## config.mk

```make
export PLATFORM = sky130hd
export DESIGN_NAME = weighted_moving_average_2d_top
export DESIGN_NICKNAME = d
export VERILOG_FILES = /design/src/rtl/core/wma2d_pkg.sv /design/src/rtl/core/wma2d_div.sv /design/src/rtl/core/weighted_moving_average_2d_top.sv
export SDC_FILE = /design/constraint.sdc
export NUM_CORES = 2
export LEC_CHECK = 0
export BUFFER_PORTS_ARGS = -buffer_cell sky130_fd_sc_hd__buf_2
export CORE_ASPECT_RATIO = 1.75
export CORE_MARGIN = 3
export CORE_UTILIZATION = 45
export CTS_BUF_LIST = sky130_fd_sc_hd__clkbuf_2
export CTS_CLUSTER_DIAMETER = 200
export DETAILED_ROUTE_END_ITERATION = 6
export GPL_ROUTABILITY_DRIVEN = 0
export SKIP_LAST_GASP = 1
export SYNTH_ARGS = -nofsm -noshare
export SYNTH_HDL_FRONTEND = slang
export SYNTH_SLANG_ARGS = --single-unit
```

## constraint.sdc

```tcl
create_clock -name clk -period 8.55 [get_ports clk]
set_input_delay 1.71 -clock clk [delete_from_list [all_inputs] [get_ports clk]]
set_output_delay 1.71 -clock clk [all_outputs]
set_load 0.005 [all_outputs]
```

## src/rtl/core/wma2d_pkg.sv

```systemverilog
// Shared constants and types for the 2D weighted moving average block.
package wma2d_pkg;

  localparam int XY_W        = 24;
  localparam int WEIGHT_W    = 8;
  localparam int NUM_WEIGHTS = 8;
  localparam int WIDX_W      = $clog2(NUM_WEIGHTS);
  localparam int WINDOW_DEF  = 8;
  localparam int CFG_ADDR_W  = $clog2(NUM_WEIGHTS) + 2;
  localparam int CFG_DATA_W  = 32;

  localparam logic [WEIGHT_W-1:0] WEIGHT_RST = WEIGHT_W'(1);

  typedef enum logic [2:0] {
    ST_IDLE,
    ST_MAC,
    ST_DIV_X,
    ST_DIV_Y,
    ST_DONE
  } state_t;

endpackage

```

## src/rtl/core/wma2d_div.sv

```systemverilog
// Iterative signed-by-unsigned restoring divider, one quotient bit per cycle.
module wma2d_div #(
  parameter int ACC_W = 35,
  parameter int SW_W  = 11
) (
  input  logic                               clk,
  input  logic                               rst_n,
  input  logic                               start,
  input  logic signed [ACC_W-1:0]            dividend,
  input  logic        [SW_W-1:0]             divisor,
  output logic                               done,
  output logic signed [wma2d_pkg::XY_W-1:0]  quotient
);
  import wma2d_pkg::*;

  localparam int STEP_W = $clog2(XY_W + 1);

  logic              busy_r, busy_nxt;
  logic              done_r, done_nxt;
  logic [STEP_W-1:0] step_r, step_nxt;
  logic [SW_W-1:0]   rem_r, rem_nxt;
  logic [XY_W-1:0]   q_r, q_nxt;
  logic [SW_W-1:0]   dvs_r;
  logic              neg_r;
  logic [ACC_W-1:0]  mag;
  logic [SW_W:0]     trial;
  logic [SW_W:0]     diff;
  logic              qbit;
  logic signed [XY_W-1:0] quo_r, quo_nxt;

  assign mag   = dividend[ACC_W-1] ? ACC_W'(-dividend) : ACC_W'(dividend);
  assign trial = {rem_r, q_r[XY_W-1]};
  assign diff  = trial - {1'b0, dvs_r};
  assign qbit  = (trial >= {1'b0, dvs_r});

  always_comb begin
    busy_nxt = busy_r;
    done_nxt = 1'b0;
    step_nxt = step_r;
    rem_nxt  = rem_r;
    q_nxt    = q_r;
    quo_nxt  = quo_r;
    if (start) begin
      busy_nxt = 1'b1;
      step_nxt = '0;
      rem_nxt  = SW_W'(mag >> XY_W);
      q_nxt    = mag[XY_W-1:0];
    end else if (busy_r) begin
      rem_nxt  = qbit ? diff[SW_W-1:0] : trial[SW_W-1:0];
      q_nxt    = {q_r[XY_W-2:0], qbit};
      step_nxt = step_r + STEP_W'(1);
      if (step_r == STEP_W'(XY_W - 1)) begin
        busy_nxt = 1'b0;
        done_nxt = 1'b1;
        quo_nxt  = neg_r ? -$signed({q_r[XY_W-2:0], qbit})
                         : $signed({q_r[XY_W-2:0], qbit});
      end
    end
  end

  always_ff @(posedge clk) begin
    if (!rst_n) begin
      busy_r <= 1'b0;
      done_r <= 1'b0;
      step_r <= '0;
    end else begin
      busy_r <= busy_nxt;
      done_r <= done_nxt;
      step_r <= step_nxt;
    end
  end

  always_ff @(posedge clk) begin
    rem_r <= rem_nxt;
    q_r   <= q_nxt;
    quo_r <= quo_nxt;
    if (start) begin
      dvs_r <= divisor;
      neg_r <= dividend[ACC_W-1];
    end
  end

  assign done     = done_r;
  assign quotient = quo_r;

  a_start_idle: assert property (@(posedge clk) disable iff (!rst_n)
    start |-> !busy_r)
    else $error("divider started while busy");
  a_done_after_busy: assert property (@(posedge clk) disable iff (!rst_n)
    done_r |-> $past(busy_r))
    else $error("divider done without a run");
  a_no_overlap: assert property (@(posedge clk) disable iff (!rst_n)
    done_r |-> !busy_r)
    else $error("divider done while still busy");

endmodule

```

## src/rtl/core/weighted_moving_average_2d_top.sv

```systemverilog
// Top level of the 2D weighted moving average filter.
//
// Usage: each input word carries one position sample (x, y) and a restart
// flag; restart empties the window before the sample is stored. The sample
// joins a window of the last WINDOW samples and one output word returns the
// weighted means of x and y over the samples in the window, oldest sample
// weighted by weight_0. When the weights in use sum to zero, both means are
// zero and weight_sum_zero is set.
// Weights are written through the APB port, one register per 4 bytes.
// From input accept to output valid, one multiplier walks the window slot by
// slot, x then y for each slot, one restoring divider then forms the x mean
// and the y mean in turn, and the output register is loaded. A zero weight
// sum skips the divider. A new word is taken only once the last one has
// reached the output register.
// in_tready is high only when no sample is in work; one result may wait in
// the output register while the next sample is taken, and a stalled receiver
// holds the block in its final state until the output register frees up.
// Reset empties the window and sets every weight to 1; history storage is
// not cleared.
module weighted_moving_average_2d_top #(
  parameter int WINDOW = wma2d_pkg::WINDOW_DEF
) (
  input  logic                                   clk,
  input  logic                                   rst_n,
  // [23:0] pos_x, [47:24] pos_y
  input  logic [2*wma2d_pkg::XY_W-1:0]           in_tdata,
  // [0] restart
  input  logic                                   in_tuser,
  input  logic                                   in_tvalid,
  output logic                                   in_tready,
  // [23:0] avg_x, [47:24] avg_y
  output logic [2*wma2d_pkg::XY_W-1:0]           out_tdata,
  // [0] weight_sum_zero
  output logic                                   out_tuser,
  output logic                                   out_tvalid,
  input  logic                                   out_tready,
  input  logic                                   cfg_psel,
  input  logic                                   cfg_penable,
  input  logic                                   cfg_pwrite,
  input  logic [wma2d_pkg::CFG_ADDR_W-1:0]       cfg_paddr,
  input  logic [wma2d_pkg::CFG_DATA_W-1:0]       cfg_pwdata,
  output logic [wma2d_pkg::CFG_DATA_W-1:0]       cfg_prdata,
  output logic                                   cfg_pready
);
  import wma2d_pkg::*;

  localparam int CNT_W = $clog2(WINDOW + 1);
  localparam int IDX_W = (WINDOW > 1) ? $clog2(WINDOW) : 1;
  localparam int ACC_W = 32 + $clog2(WINDOW);
  localparam int SW_W  = WEIGHT_W + $clog2(WINDOW);
  localparam int PRD_W = XY_W + WEIGHT_W + 1;

  // configuration
  logic [WEIGHT_W-1:0] weight_r [NUM_WEIGHTS];
  logic                cfg_wr;
  logic [WIDX_W-1:0]   cfg_idx;

  assign cfg_pready = 1'b1;
  assign cfg_idx    = cfg_paddr[CFG_ADDR_W-1:2];
  assign cfg_wr     = cfg_psel && cfg_penable && cfg_pwrite && cfg_pready;
  assign cfg_prdata = CFG_DATA_W'(weight_r[cfg_idx]);

  always_ff @(posedge clk) begin
    if (!rst_n) begin
      for (int i = 0; i < NUM_WEIGHTS; i++) begin
        weight_r[i] <= WEIGHT_RST;
      end
    end else if (cfg_wr) begin
      weight_r[cfg_idx] <= cfg_pwdata[WEIGHT_W-1:0];
    end
  end

  // control
  state_t            state_r, state_nxt;
  logic              in_acc;
  logic              mac_last;
  logic              div_start;
  logic              div_done;
  logic signed [ACC_W-1:0] div_dividend;
  logic signed [XY_W-1:0]  div_quo;
  logic              out_load;

  logic [CNT_W-1:0]  fill_r, fill_eff;
  logic [CNT_W-1:0]  cnt_r;
  logic              sel_y_r;
  logic [IDX_W-1:0]  idx;
  logic signed [XY_W-1:0] x_hist_r [WINDOW];
  logic signed [XY_W-1:0] y_hist_r [WINDOW];
  logic signed [XY_W-1:0] pos_x, pos_y;
  logic signed [XY_W-1:0] mul_a;
  logic [WEIGHT_W-1:0]    mul_w;
  logic signed [PRD_W-1:0] prod;
  logic signed [ACC_W-1:0] acc_x_r, acc_y_r;
  logic [SW_W-1:0]   sum_w_r;
  logic              zero_r;
  logic signed [XY_W-1:0] q_x_r, q_y_r;

  logic                   out_tvalid_r;
  logic [2*XY_W-1:0]      out_data_r;
  logic                   out_zero_r;

  assign pos_x    = in_tdata[XY_W-1:0];
  assign pos_y    = in_tdata[2*XY_W-1:XY_W];
  assign in_acc   = in_tvalid && in_tready;
  assign fill_eff = in_tuser ? '0 : fill_r;
  assign idx      = cnt_r[IDX_W-1:0];
  assign mac_last = sel_y_r && (cnt_r == fill_r - CNT_W'(1));
  assign out_load = (state_r == ST_DONE) && (!out_tvalid_r || out_tready);

  assign mul_a = sel_y_r ? y_hist_r[idx] : x_hist_r[idx];
  assign mul_w = weight_r[WIDX_W'(idx)];
  assign prod  = mul_a * $signed({1'b0, mul_w});

  always_comb begin
    state_nxt    = state_r;
    in_tready    = 1'b0;
    div_start    = 1'b0;
    div_dividend = acc_x_r;
    unique case (state_r)
      ST_IDLE: begin
        in_tready = 1'b1;
        if (in_tvalid) begin
          state_nxt = ST_MAC;
        end
      end
      ST_MAC: begin
        if (mac_last) begin
          if (sum_w_r == '0) begin
            state_nxt = ST_DONE;
          end else begin
            div_start = 1'b1;
            state_nxt = ST_DIV_X;
          end
        end
      end
      ST_DIV_X: begin
        div_dividend = acc_y_r;
        if (div_done) begin
          div_start = 1'b1;
          state_nxt = ST_DIV_Y;
        end
      end
      ST_DIV_Y: begin
        div_dividend = acc_y_r;
        if (div_done) begin
          state_nxt = ST_DONE;
        end
      end
      ST_DONE: begin
        if (out_load) begin
          state_nxt = ST_IDLE;
        end
      end
      default: state_nxt = ST_IDLE;
    endcase
  end

  always_ff @(posedge clk) begin
    if (!rst_n) begin
      state_r      <= ST_IDLE;
      fill_r       <= '0;
      out_tvalid_r <= 1'b0;
    end else begin
      state_r <= state_nxt;
      if (in_acc) begin
        fill_r <= (fill_eff < CNT_W'(WINDOW)) ? fill_eff + CNT_W'(1) : fill_eff;
      end
      if (out_load) begin
        out_tvalid_r <= 1'b1;
      end else if (out_tready) begin
        out_tvalid_r <= 1'b0;
      end
    end
  end

  // history: append while filling, shift out the oldest once full
  always_ff @(posedge clk) begin
    if (in_acc) begin
      if (fill_eff < CNT_W'(WINDOW)) begin
        x_hist_r[fill_eff[IDX_W-1:0]] <= pos_x;
        y_hist_r[fill_eff[IDX_W-1:0]] <= pos_y;
      end else begin
        for (int i = 0; i < WINDOW - 1; i++) begin
          x_hist_r[i] <= x_hist_r[i+1];
          y_hist_r[i] <= y_hist_r[i+1];
        end
        x_hist_r[WINDOW-1] <= pos_x;
        y_hist_r[WINDOW-1] <= pos_y;
      end
    end
  end

  // multiply-accumulate walk: x then y for each slot
  always_ff @(posedge clk) begin
    if (in_acc) begin
      cnt_r   <= '0;
      sel_y_r <= 1'b0;
      acc_x_r <= '0;
      acc_y_r <= '0;
      sum_w_r <= '0;
    end else if (state_r == ST_MAC) begin
      sel_y_r <= !sel_y_r;
      if (sel_y_r) begin
        cnt_r   <= cnt_r + CNT_W'(1);
        acc_y_r <= acc_y_r + ACC_W'(prod);
      end else begin
        acc_x_r <= acc_x_r + ACC_W'(prod);
        sum_w_r <= sum_w_r + SW_W'(mul_w);
      end
    end
  end

  always_ff @(posedge clk) begin
    if (state_r == ST_MAC && mac_last) begin
      zero_r <= (sum_w_r == '0);
      q_x_r  <= '0;
      q_y_r  <= '0;
    end else if (state_r == ST_DIV_X && div_done) begin
      q_x_r <= div_quo;
    end else if (state_r == ST_DIV_Y && div_done) begin
      q_y_r <= div_quo;
    end
  end

  always_ff @(posedge clk) begin
    if (out_load) begin
      out_data_r <= {q_y_r, q_x_r};
      out_zero_r <= zero_r;
    end
  end

  wma2d_div #(
    .ACC_W (ACC_W),
    .SW_W  (SW_W)
  ) u_div (
    .clk      (clk),
    .rst_n    (rst_n),
    .start    (div_start),
    .dividend (div_dividend),
    .divisor  (sum_w_r),
    .done     (div_done),
    .quotient (div_quo)
  );

  assign out_tvalid = out_tvalid_r;
  assign out_tdata  = out_data_r;
  assign out_tuser  = out_zero_r;

  a_fill_range: assert property (@(posedge clk) disable iff (!rst_n)
    fill_r <= CNT_W'(WINDOW))
    else $error("window fill beyond window size");
  a_accept_to_mac: assert property (@(posedge clk) disable iff (!rst_n)
    in_acc |=> (state_r == ST_MAC) && (fill_r != '0))
    else $error("accepted word did not start the walk");
  a_zero_means: assert property (@(posedge clk) disable iff (!rst_n)
    (out_tvalid && out_tuser) |-> (out_tdata == '0))
    else $error("zero weight sum with nonzero means");
  a_done_in_div: assert property (@(posedge clk) disable iff (!rst_n)
    div_done |-> (state_r == ST_DIV_X || state_r == ST_DIV_Y))
    else $error("divider result outside divide states");

endmodule
```

==> summary.md <==
| Metric | Value |
|---|---|
| Die area | `0.101 mm²` |
| Number of synthesized flops with an enable pin | `569` |
| Hold Startpoint | `in_tdata[43]` |
| Worst path buffer plus inverter count | `8` |
| Width of the chip | `241 µm` |
| Hold Crit Endpoint | `y_hist_r[7][19]` |
| Setup TNS | `0 ns` |
| Setup ws final | `0.316 ns` |
| Initial DRT Pass Iterations | `5` |
| Vias in the first global route | `around 33,000` |
| Slowest stage delay, CP | `between 0.5 and 0.6 ns` |
| H-tree depth | `4` |
| Worst EP arrival | `9.63 ns` |
| Delay-heaviest family, CP | `adder cells` |
| Post-synthesis area per instance | `around 11 µm²` |
| Die H | `around 420 µm` |
| Capturing point of the worst reg2reg path | `acc_x_r[34]` |
| Routed wire length | `~110,000 µm` |
| Hold-fix buffers at CTS | `0` |
| Primary flip-flop cell chosen by synthesis mapping | `edfxtp_1` |
| Most common library cell in the layout ignoring fill and taps | `edfxtp_1` |
| Register area share after synthesis | `~46%` |
| Final hold violations | `0` |
| Synthesized area | `around 0.044 mm²` |
| RSZ-0062 raised after global routing | `yes` |
| Share of synthesized registers carrying an async set or reset | `0%` |
| Worst-Skew Late Latency | `between 1.5 and 2 ns` |
| Longest Clk Path Bufs | `3` |
| Final Max Tran Viols | `0` |
| CORE AREA | `about 0.096 mm²` |
| I/O Pins | `roughly 180` |
| Commonest non-fill, non-tap cells in the layout | `edfxtp_1, a21o_1, nand2_1` |
| Largest fanout on the critical path | `6` |
| # port buffers | `roughly 130` |
| # nets final | `approximately 4,700` |
| Place WS | `roughly 0.038 ns` |
| CTS Buf Count | `between 150 and 200` |
| Setup Crit Path Kind | `reg2reg` |
| R2r setup slk | `about 0.32 ns` |
| Max Freq | `~0.12 GHz` |
| Hold Path Stages | `1` |
| Distinct cells, synth | `slightly above 80` |
| Post-DRT Antenna Nets | `0` |
| Outcome | `completed` |
| CTS tree | `done` |
| CTS Root Cell | `clkbuf_2` |
| Tightest Pin Transition | `about 1.2 ns` |
| Post-route DRC | `0` |
| GRT overflow | `0` |
| Initial DRC count | `between 1,000 and 1,500` |
| CTS clk-pin slew, worst paths | `0.12 ns` |
| Global-route wire length before repair | `between 150,000 and 200,000 µm` |
| Post-synthesis register bit count | `721` |
| Dpl hpwl | `~80,000 µm` |
| Reg2reg path depth | `34` |
| FP Rows | `150` |
| Clock sinks | `721` |
| Hold Path Class | `in2reg` |
| Final Skew | `between 0.1 and 0.15 ns` |
| Syn Inst Count | `3,908` |
| Initial antenna violation count | `11` |
| Layout cells sized above 1 | `a little over a fifth` |
| Startpoint types | `flip-flop` |
| Initial Utilization | `a little under half` |
| Area growth syn-to-layout | `13.3%` |
| Max-cap check violation count | `0` |
| Critical path depth | `34` |
| Top cell by count, worst path | `nor2_1` |
| GRT Overall Usage | `between 20% and 30%` |
| Fin crit share | `96.3%` |
| CP endpoint kind | `flip-flop` |
| Routed wire length per instance | `roughly 20 µm` |
| Largest net degree at the start of global routing | `between 100 and 150` |
| Worst EP required | `9.95 ns` |
| Vias post-DR | `between 30,000 and 40,000` |
| Setup-failing EPs final | `0` |
| Max-Slew Margin vs Limit | `20.6%` |
| Yosys warns | `0` |
| Via density | `around 5.4` |
| Critical path's slowest cell | `fa_1` |
| Fin crit period | `8.23 ns` |
-- worst reg2reg max path: cells and delay by family (launching register included) --
kind / cells / cell delay, ns
AO/OA/AOI/OAI: 6 / 1.54
XOR/XNOR: 1 / 0.19
adder cells (fa/ha/maj): 6 / 2.62
buffers and inverters: 8 / 0.86
flip-flops: 1 / 0.40
multiplexers: 2 / 0.83
AND/OR/NAND/NOR: 11 / 1.70
-- logic make-up after synthesis --
logic type,Yosys count,synth area share (%)
simple gates,1015,11.1
compound gates,940,14.3
flops,721,46.2
buf+inv,528,4.79
fa+ha+maj,315,11.7
mux,236,8.92
xor+xnor,151,3.03
other cells,2,0.0172
-- synth_stat cells (80+ instances only) --
master	number	area share, %
dfxtp_1	152	7.0
and2_1	112	1.6
nor2_1	245	2.1
nand2_1	352	3.0
a21o_1	396	6.8
fa_1	154	7.1
o21ai_0	124	1.4
xnor2_1	98	2.0
inv_1	264	2.3
ha_1	161	4.6
edfxtp_1	569	39
nand2b_1	80	1.1
a21oi_1	221	2.5
clkbuf_1	194	1.7
mux2i_1	86	2.0
mux4_2	119	6.1
-- worst max-delay path by stage --
| stage | from | to | slack, ns |
|---|---|---|---|
| floorplan | flip-flop | acc_x_r[34] | 0.06 |
| global placement | flip-flop | acc_y_r[25] | 0.08 |
| detailed placement | flip-flop | acc_y_r[25] | 0.04 |
| CTS | flip-flop | acc_y_r[34] | 0.05 |
| global route | flip-flop | acc_y_r[25] | -0.04 |
| finish | flip-flop | acc_x_r[34] | 0.32 |
-- cell type report --
| cell class | instances | area [µm²] |
|---|---|---|
| Fill cell | 8850 | 46500 |
| Multi-Input combinational cell | 2682 | 21900 |
| Sequential cell | 721 | 20100 |
| Timing Repair Buffer | 413 | 3160 |
| Tap cell | 1292 | 1620 |
| Clock buffer | 239 | 1200 |
| Inverter | 265 | 995 |
| Clock inverter | 54 | 357 |
| Antenna cell | 5 | 12.5 |
-- repair_timing --
| item | 4_1_cts | 5_1_grt |
|---|---|---|
| buffers inserted | 0 | 14 |
| gates cloned | 0 | 2 |
| pin swaps | 0 | 19 |
| resized for setup | 4 | 83 |
| setup endpoints to repair | 2 | 24 |
-- through the flow --
step	hold WS (ns)	cells	utilization [%]	instance area, µm²
finish	0.390	5671	51.5	49400
global route	0.171	5670	51.5	49400
CTS	0.125	5650	51.0	48900
detailed placement	0.415	5357	49.3	47300
global placement	0.413	5357	49.3	47300
floorplan	0.400	3931	-	43700
-- registers in the layout, indices dropped and copies added, names as in the netlist, 24 cells and up, named ones only --
register / flops
acc_x_r: 35
acc_y_r: 35
out_tdata: 48
q_x_r: 24
q_y_r: 24
u_div.q_r: 24
u_div.quotient: 24
weight_r: 64
x_hist_r: 192
y_hist_r: 192
-- metal layers --
metal | vias to the layer above | share of wire (%) | GRT usage (%)
met5 | - | 0.037 | 0
met4 | 8 | 5.7 | 12.7
met3 | 301 | 3.8 | 3.83
met2 | 677 | 56 | 44.5
met1 | 15000 | 34 | 21.8
li1 | 14700 | - | -
Power is left out: the tool's default activity adds up to more than one toggle a clock period on the data nets, which glitch-free logic cannot reach.
